===== config.mk =====
export PLATFORM = sky130hd
export DESIGN_NAME = alist_cell
export DESIGN_NICKNAME = d
export VERILOG_FILES = /design/src/array_list_insert_remove_unit_macros.svh /design/src/alist_pkg.sv /design/src/alist_cell.sv
export SDC_FILE = /design/constraint.sdc
export NUM_CORES = 1
export LEC_CHECK = 0
export ABC_CLOCK_PERIOD_IN_PS = 12700
export BUFFER_PORTS_ARGS = -buffer_cell sky130_fd_sc_hd__buf_2
export CAP_MARGIN = 25
export CORE_AREA = 3 3 84 86
export CTS_CLUSTER_SIZE = 25
export DETAILED_ROUTE_END_ITERATION = 10
export DIE_AREA = 0 0 87 89
export PLACE_DENSITY = 0.88
export SYNTH_ARGS = -nofsm -noshare
export SYNTH_HDL_FRONTEND = slang
export SYNTH_SLANG_ARGS = --single-unit

===== constraint.sdc =====
create_clock -name i_clk -period 12.7 [get_ports i_clk]
set_clock_uncertainty 0.15 [all_clocks]
set_input_delay 3.175 -clock i_clk [delete_from_list [all_inputs] [get_ports i_clk]]
set_output_delay 3.175 -clock i_clk [all_outputs]
set_load 0.02 [all_outputs]

===== src/array_list_insert_remove_unit_macros.svh =====
// Assertion helpers for the array list unit.
`ifndef ARRAY_LIST_INSERT_REMOVE_UNIT_MACROS_SVH
`define ARRAY_LIST_INSERT_REMOVE_UNIT_MACROS_SVH

`ifndef ASSERT_OFF

// The consequent must hold in the same cycle as the antecedent.
`define ALIST_ASSERT_NOW(label, clk, rst_n, ante, cons) \
    label: assert property (@(posedge clk) disable iff (!(rst_n)) (ante) |-> (cons)) \
        else $error("alist check failed");

// The consequent must hold in the cycle after the antecedent.
`define ALIST_ASSERT_NEXT(label, clk, rst_n, ante, cons) \
    label: assert property (@(posedge clk) disable iff (!(rst_n)) (ante) |=> (cons)) \
        else $error("alist check failed");

`else

`define ALIST_ASSERT_NOW(label, clk, rst_n, ante, cons)
`define ALIST_ASSERT_NEXT(label, clk, rst_n, ante, cons)

`endif

`endif


===== src/alist_pkg.sv =====
package alist_pkg;

    // Width of a cell position; covers every capacity up to 1024 and any
    // 8-bit requested position.
    localparam int IDX_W = 11;

    typedef enum logic [2:0] {
        OP_INS_FRONT = 3'd0,
        OP_INS_END   = 3'd1,
        OP_INS_AT    = 3'd2,
        OP_REM_FRONT = 3'd3,
        OP_REM_END   = 3'd4,
        OP_REM_AT    = 3'd5
    } t_op;

    typedef enum logic [1:0] {
        ST_OK     = 2'd0,
        ST_FULL   = 2'd1,
        ST_EMPTY  = 2'd2,
        ST_BADPOS = 2'd3
    } t_status;

    typedef struct packed {
        logic [2:0]  operation;
        logic [7:0]  position;
        logic [31:0] entry_in;
    } t_req;

    typedef struct packed {
        logic [1:0]  status;
        logic [31:0] entry_out;
        logic [7:0]  count;
    } t_rsp;

    // Broadcast to every cell on an accepted request.
    typedef struct packed {
        logic             load;
        logic             shift_up;
        logic             shift_down;
        logic             pick;
        logic [IDX_W-1:0] at;
    } t_cell_cmd;

    // Number of eight-way OR levels needed to reduce n leaves to one.
    function automatic int tree_levels(int n);
        int lv;
        int span;
        lv = 1;
        span = 8;
        while (span < n) begin
            span = span * 8;
            lv = lv + 1;
        end
        return lv;
    endfunction

endpackage


===== src/alist_cell.sv =====
module alist_cell
    import alist_pkg::*;
#(
    parameter int WIDTH = 32,
    parameter int INDEX = 0
) (
    input  logic             i_clk,
    input  t_cell_cmd        i_cmd,
    input  logic [WIDTH-1:0] i_word,
    input  logic [WIDTH-1:0] i_left,
    input  logic [WIDTH-1:0] i_right,
    output logic [WIDTH-1:0] o_data,
    output logic [WIDTH-1:0] o_pick
);

    localparam logic [IDX_W-1:0] MY_IDX = IDX_W'(INDEX);

    logic [WIDTH-1:0] r_data;
    logic [WIDTH-1:0] r_pick;

    always_ff @(posedge i_clk) begin
        if (i_cmd.shift_up) begin
            if (MY_IDX > i_cmd.at) begin
                r_data <= i_left;
            end else if (MY_IDX == i_cmd.at) begin
                r_data <= i_word;
            end
        end else if (i_cmd.shift_down && (MY_IDX >= i_cmd.at)) begin
            r_data <= i_right;
        end
    end

    // The old contents are captured before the shift so the tree sees them.
    always_ff @(posedge i_clk) begin
        if (i_cmd.load) begin
            r_pick <= (i_cmd.pick && (MY_IDX == i_cmd.at)) ? r_data : '0;
        end
    end

    assign o_data = r_data;
    assign o_pick = r_pick;

endmodule


== After elaboration in Yosys (flattened, before gate mapping) ==
Index checks and enable logic that the tools add are counted.

* Reductions and logical operators: 5
* Muxes and demuxes: 4
* Magnitude comparators: 2
* Equal/unequal tests: 1

{| class="wikitable"
|+ Operator list
! kind !! number
|-
| $mux W32 || 4
|-
| $ge A1 B11 Y1 const A || 1
|-
| $gt A1 B11 Y1 const A || 1
|-
| $logic_not A11 Y1 || 1
|-
| $ne A3 B1 Y1 const B || 1
|-
| $logic_and A1 B1 Y1 || 2
|-
| $reduce_and A2 Y1 || 1
|-
| $reduce_bool A2 Y1 || 1
|}

* Bits in registers: 64
* Output and inout bits: 64

== Depth between registers and ports, before layout ==
* Depth in word-level cells: 4
* Mapped depth: 4
* Gate-level depth less buffers: 2

== Worst setup path before layout ==
Ideal clock, no wire load.

* Path type: input port to flip-flop
* From: input i_cmd[8] (netlist bit)
* To: register r_data[0], in the netlist o_data[0], enable pin
* Arrival: 5.875 ns
* Library setup time: 0.441 ns
* Data required time: 12.109 ns
* Buffers on the path: 2
* Slack: 6.234 ns
* Cell stages on the path: 4
* Cells stage by stage: or4_1 -> buf_2 -> buf_2 -> nor4_2

* Cells in the longest elaborated chain, start to end: 4
* Elaborated cells on any way between the ends: 7
* Classes of those cells: 2 x order compare; 1 x eq/ne; 4 x reduce/logical

{| class="wikitable"
|+ RTL lines
! item !! RTL line !! RTL
|-
| start: declaration || alist_cell.sv:8 || <nowiki>input t_cell_cmd i_cmd,</nowiki>
|-
| $ge A1 B11 Y1 || alist_cell.sv:28 || <nowiki>end else if (i_cmd.shift_down && (MY_IDX >= i_cmd.at)) begin</nowiki>
|-
| $logic_and A1 B1 Y1 || alist_cell.sv:28 ||
|-
| $reduce_bool A2 Y1 (no source line) || n/a ||
|-
| $reduce_and A2 Y1 (no source line) (*) || n/a ||
|-
| end signal: assignment || alist_cell.sv:24 || <nowiki>r_data <= i_left;</nowiki>
|-
| end signal: assignment || alist_cell.sv:26 || <nowiki>r_data <= i_word;</nowiki>
|-
| end signal: assignment || alist_cell.sv:29 || <nowiki>r_data <= i_right;</nowiki>
|-
| end: declaration || alist_cell.sv:18 || <nowiki>logic [WIDTH-1:0] r_data;</nowiki>
|}

Every way passes the cells marked *; elsewhere a longest branch is shown, timed or not.
A chain may end at the register's enable or synchronous reset.

== Final worst setup path ==
* From: input i_cmd[8] (netlist bit)
* To: register r_data[13], in the netlist o_data[13], enable pin

Same word-level chain as after synthesis.

==> metrics.cfg <==
[status]
outcome=complete, no violations

[sta]
hold_violations=0
setup_violations=0
setup_tns_ns=0
worstMarginPinSlew_ns=0.975
fin_ws_ns=7.31
timing.final.crit_share_pct=42.4
slew_headroom_pct=35.0
fmax_mhz=186
fin_crit_ns=5.39
rsz0062_at_grt=no
drv_slew=0

[synthesis]
synth.avg_cell_area_um2=16.1
yosys_warnings=0
yosysUniqueCellTypes=14
syn-num-nets=296
synth_cells=184
syn_area_um2=2960
ys_seq_area_share_pct=65.0
ys_ff_latch=64

[critical_path]
required_ns=12.52
cp.arrival_ns=5.20
crit_type=input port to flip-flop
critPathMaxFanout=33
endpoint_kind=flip-flop
worstSetupStartpointType=input port

[final_layout]
syn_to_final_growth_pct=29.7
diodes=0
final_cell_mix=buf_2 (143), edfxtp_1 (64), mux2_2 (32), nand2_1 (32), nor4_2 (29)
nets=432
final_layout_size_suffix_gt1_share_pct=68.0
fillers=510
final_common_cell=buf_2
instances_no_fill=402

[clock_tree]
clock-root-buffer=clkbuf_8
clock_path_buffers=2
cts_tree=built
numCtsBuffers=9
clk_pin_slew_ns=0.07
post_cts_buffers=0
clk_latency_ns=0.32
clkSinkCount=64
cts_resized=0
ctsHoldBuffers=0
htreeDepth=3

[global_routing]
grt.overflow.total=0
antenna_found_initial=0
grt_max_degree=34
grt_pass1_vias=2052
grt_usage_pct=17.2
use_met3_pct=4.52
grt_pass1_wl_um=10000
top_usage_layer=met2
gr-usage-met1_pct=20.0
use_met2_pct=29.7

[placement]
dpl.hpwl_um=4670
dp_cells=386
gp_congestion=0.738
post-place-ws_ns=6.99
io_buffers=143

[power_and_ir_drop]
sw_frac_of_total_pct=21.3
peakVddDrop_mv=0.0707
power_leakage_uw=0.00153
internal_power_uw=343
p_comb_share_pct=9.0
power.density_nw_per_um2=114
clock_power_share_pct=36.8
p_seq_share_pct=54.2
p_sw_uw=93.0

[floorplan]
pin_count=176
core_um2=6350
chipWidth_um=87
die_h_um=89
start_util_pct=46.6
dieArea_um2=7740
rows=29

[detailed_routing]
ant_nets=0
firstDrtPassIters=4
post-route-drc-count=0
wl_per_cell_um=16.4
first_iter_violations=84
vias_per_cell=5.14
drt-total-wl_um=6580
num_vias=2065

[hold_path]
hp-class=flip-flop to flip-flop

[flow_run]
drv_cap=0

[area by class of cell]
type | count | area (um^2) | area share [%]
Clock buffer | 11 | 131 | 3.43
Multi-Input combinational cell | 101 | 915 | 23.8
Tap cell | 77 | 96.3 | 2.51
Clock inverter | 5 | 47.5 | 1.24
Sequential cell | 64 | 1920 | 50.1
Timing Repair Buffer | 144 | 723 | 18.9
[critical path: stages]
cell,delay [ns]
buf_2,0.09
or4_2,1.13
nor4_4,0.34
buf_4,0.44
[metal layers]
layer	vias up	wire, um
li1	980	-
met1	980	2500
met2	92	3490
met3	13	470
met4	0	112
met5	-	0
[flip-flops by register name, indices dropped and copies added (netlist names)]
register  cells
o_data       32
o_pick       32
[power by group through the flow]
stage,Clock [uW],Combinational [uW],Sequential (uW)
CTS,164,39.9,236
floorplan,0,18.2,245
global placement,0,38.2,241
detailed placement,0,39.7,241
finish,160,39.4,236
global route,174,43.1,236
[path summary, 6_finish.rpt]
kind / start / to / slack, ns / cells past startpoint
max reg2reg: o_data[4] / o_pick[4] / 11.70 / 2
min: o_data[22] / o_pick[22] / 0.50 / 2
min reg2reg: o_data[22] / o_pick[22] / 0.50 / 2
max: i_cmd[8] / o_data[13] / 7.31 / 4
[synthesized netlist by cell type]
library cell	number	area, um^2
buf_1	2	7.51
buf_12	3	60.1
buf_2	4	20.0
buf_6	1	11.3
clkbuf_1	9	33.8
edfxtp_1	64	1920
mux2_2	32	360
nand2_1	32	120
nor2_1	1	3.75
nor4_1	3	18.8
nor4_2	30	375
or3_1	1	6.26
or4_1	1	7.51
or4_4	1	11.3
[metrics by stage]
| step | hold slack, ns | total power (uW) | utilization [%] | cell area, um^2 |
|---|---|---|---|---|
| after floorplan | 0.623 | 263 | - | 2960 |
| after global placement | 0.485 | 279 | 57.6 | 3660 |
| after detailed placement | 0.490 | 280 | 57.6 | 3660 |
| after CTS | 0.499 | 440 | 60.4 | 3830 |
| after global routing | 0.532 | 454 | 60.4 | 3830 |
| final | 0.501 | 436 | 60.4 | 3830 |
[cell families after synthesis]
logic type | count (synthesis) | share of synthesized area (%)
flops | 64 | 65.0
simple gates | 69 | 18.4
mux | 32 | 12.2
buf+inv | 19 | 4.48
Note: power is estimated with default switching activity, not from simulation.
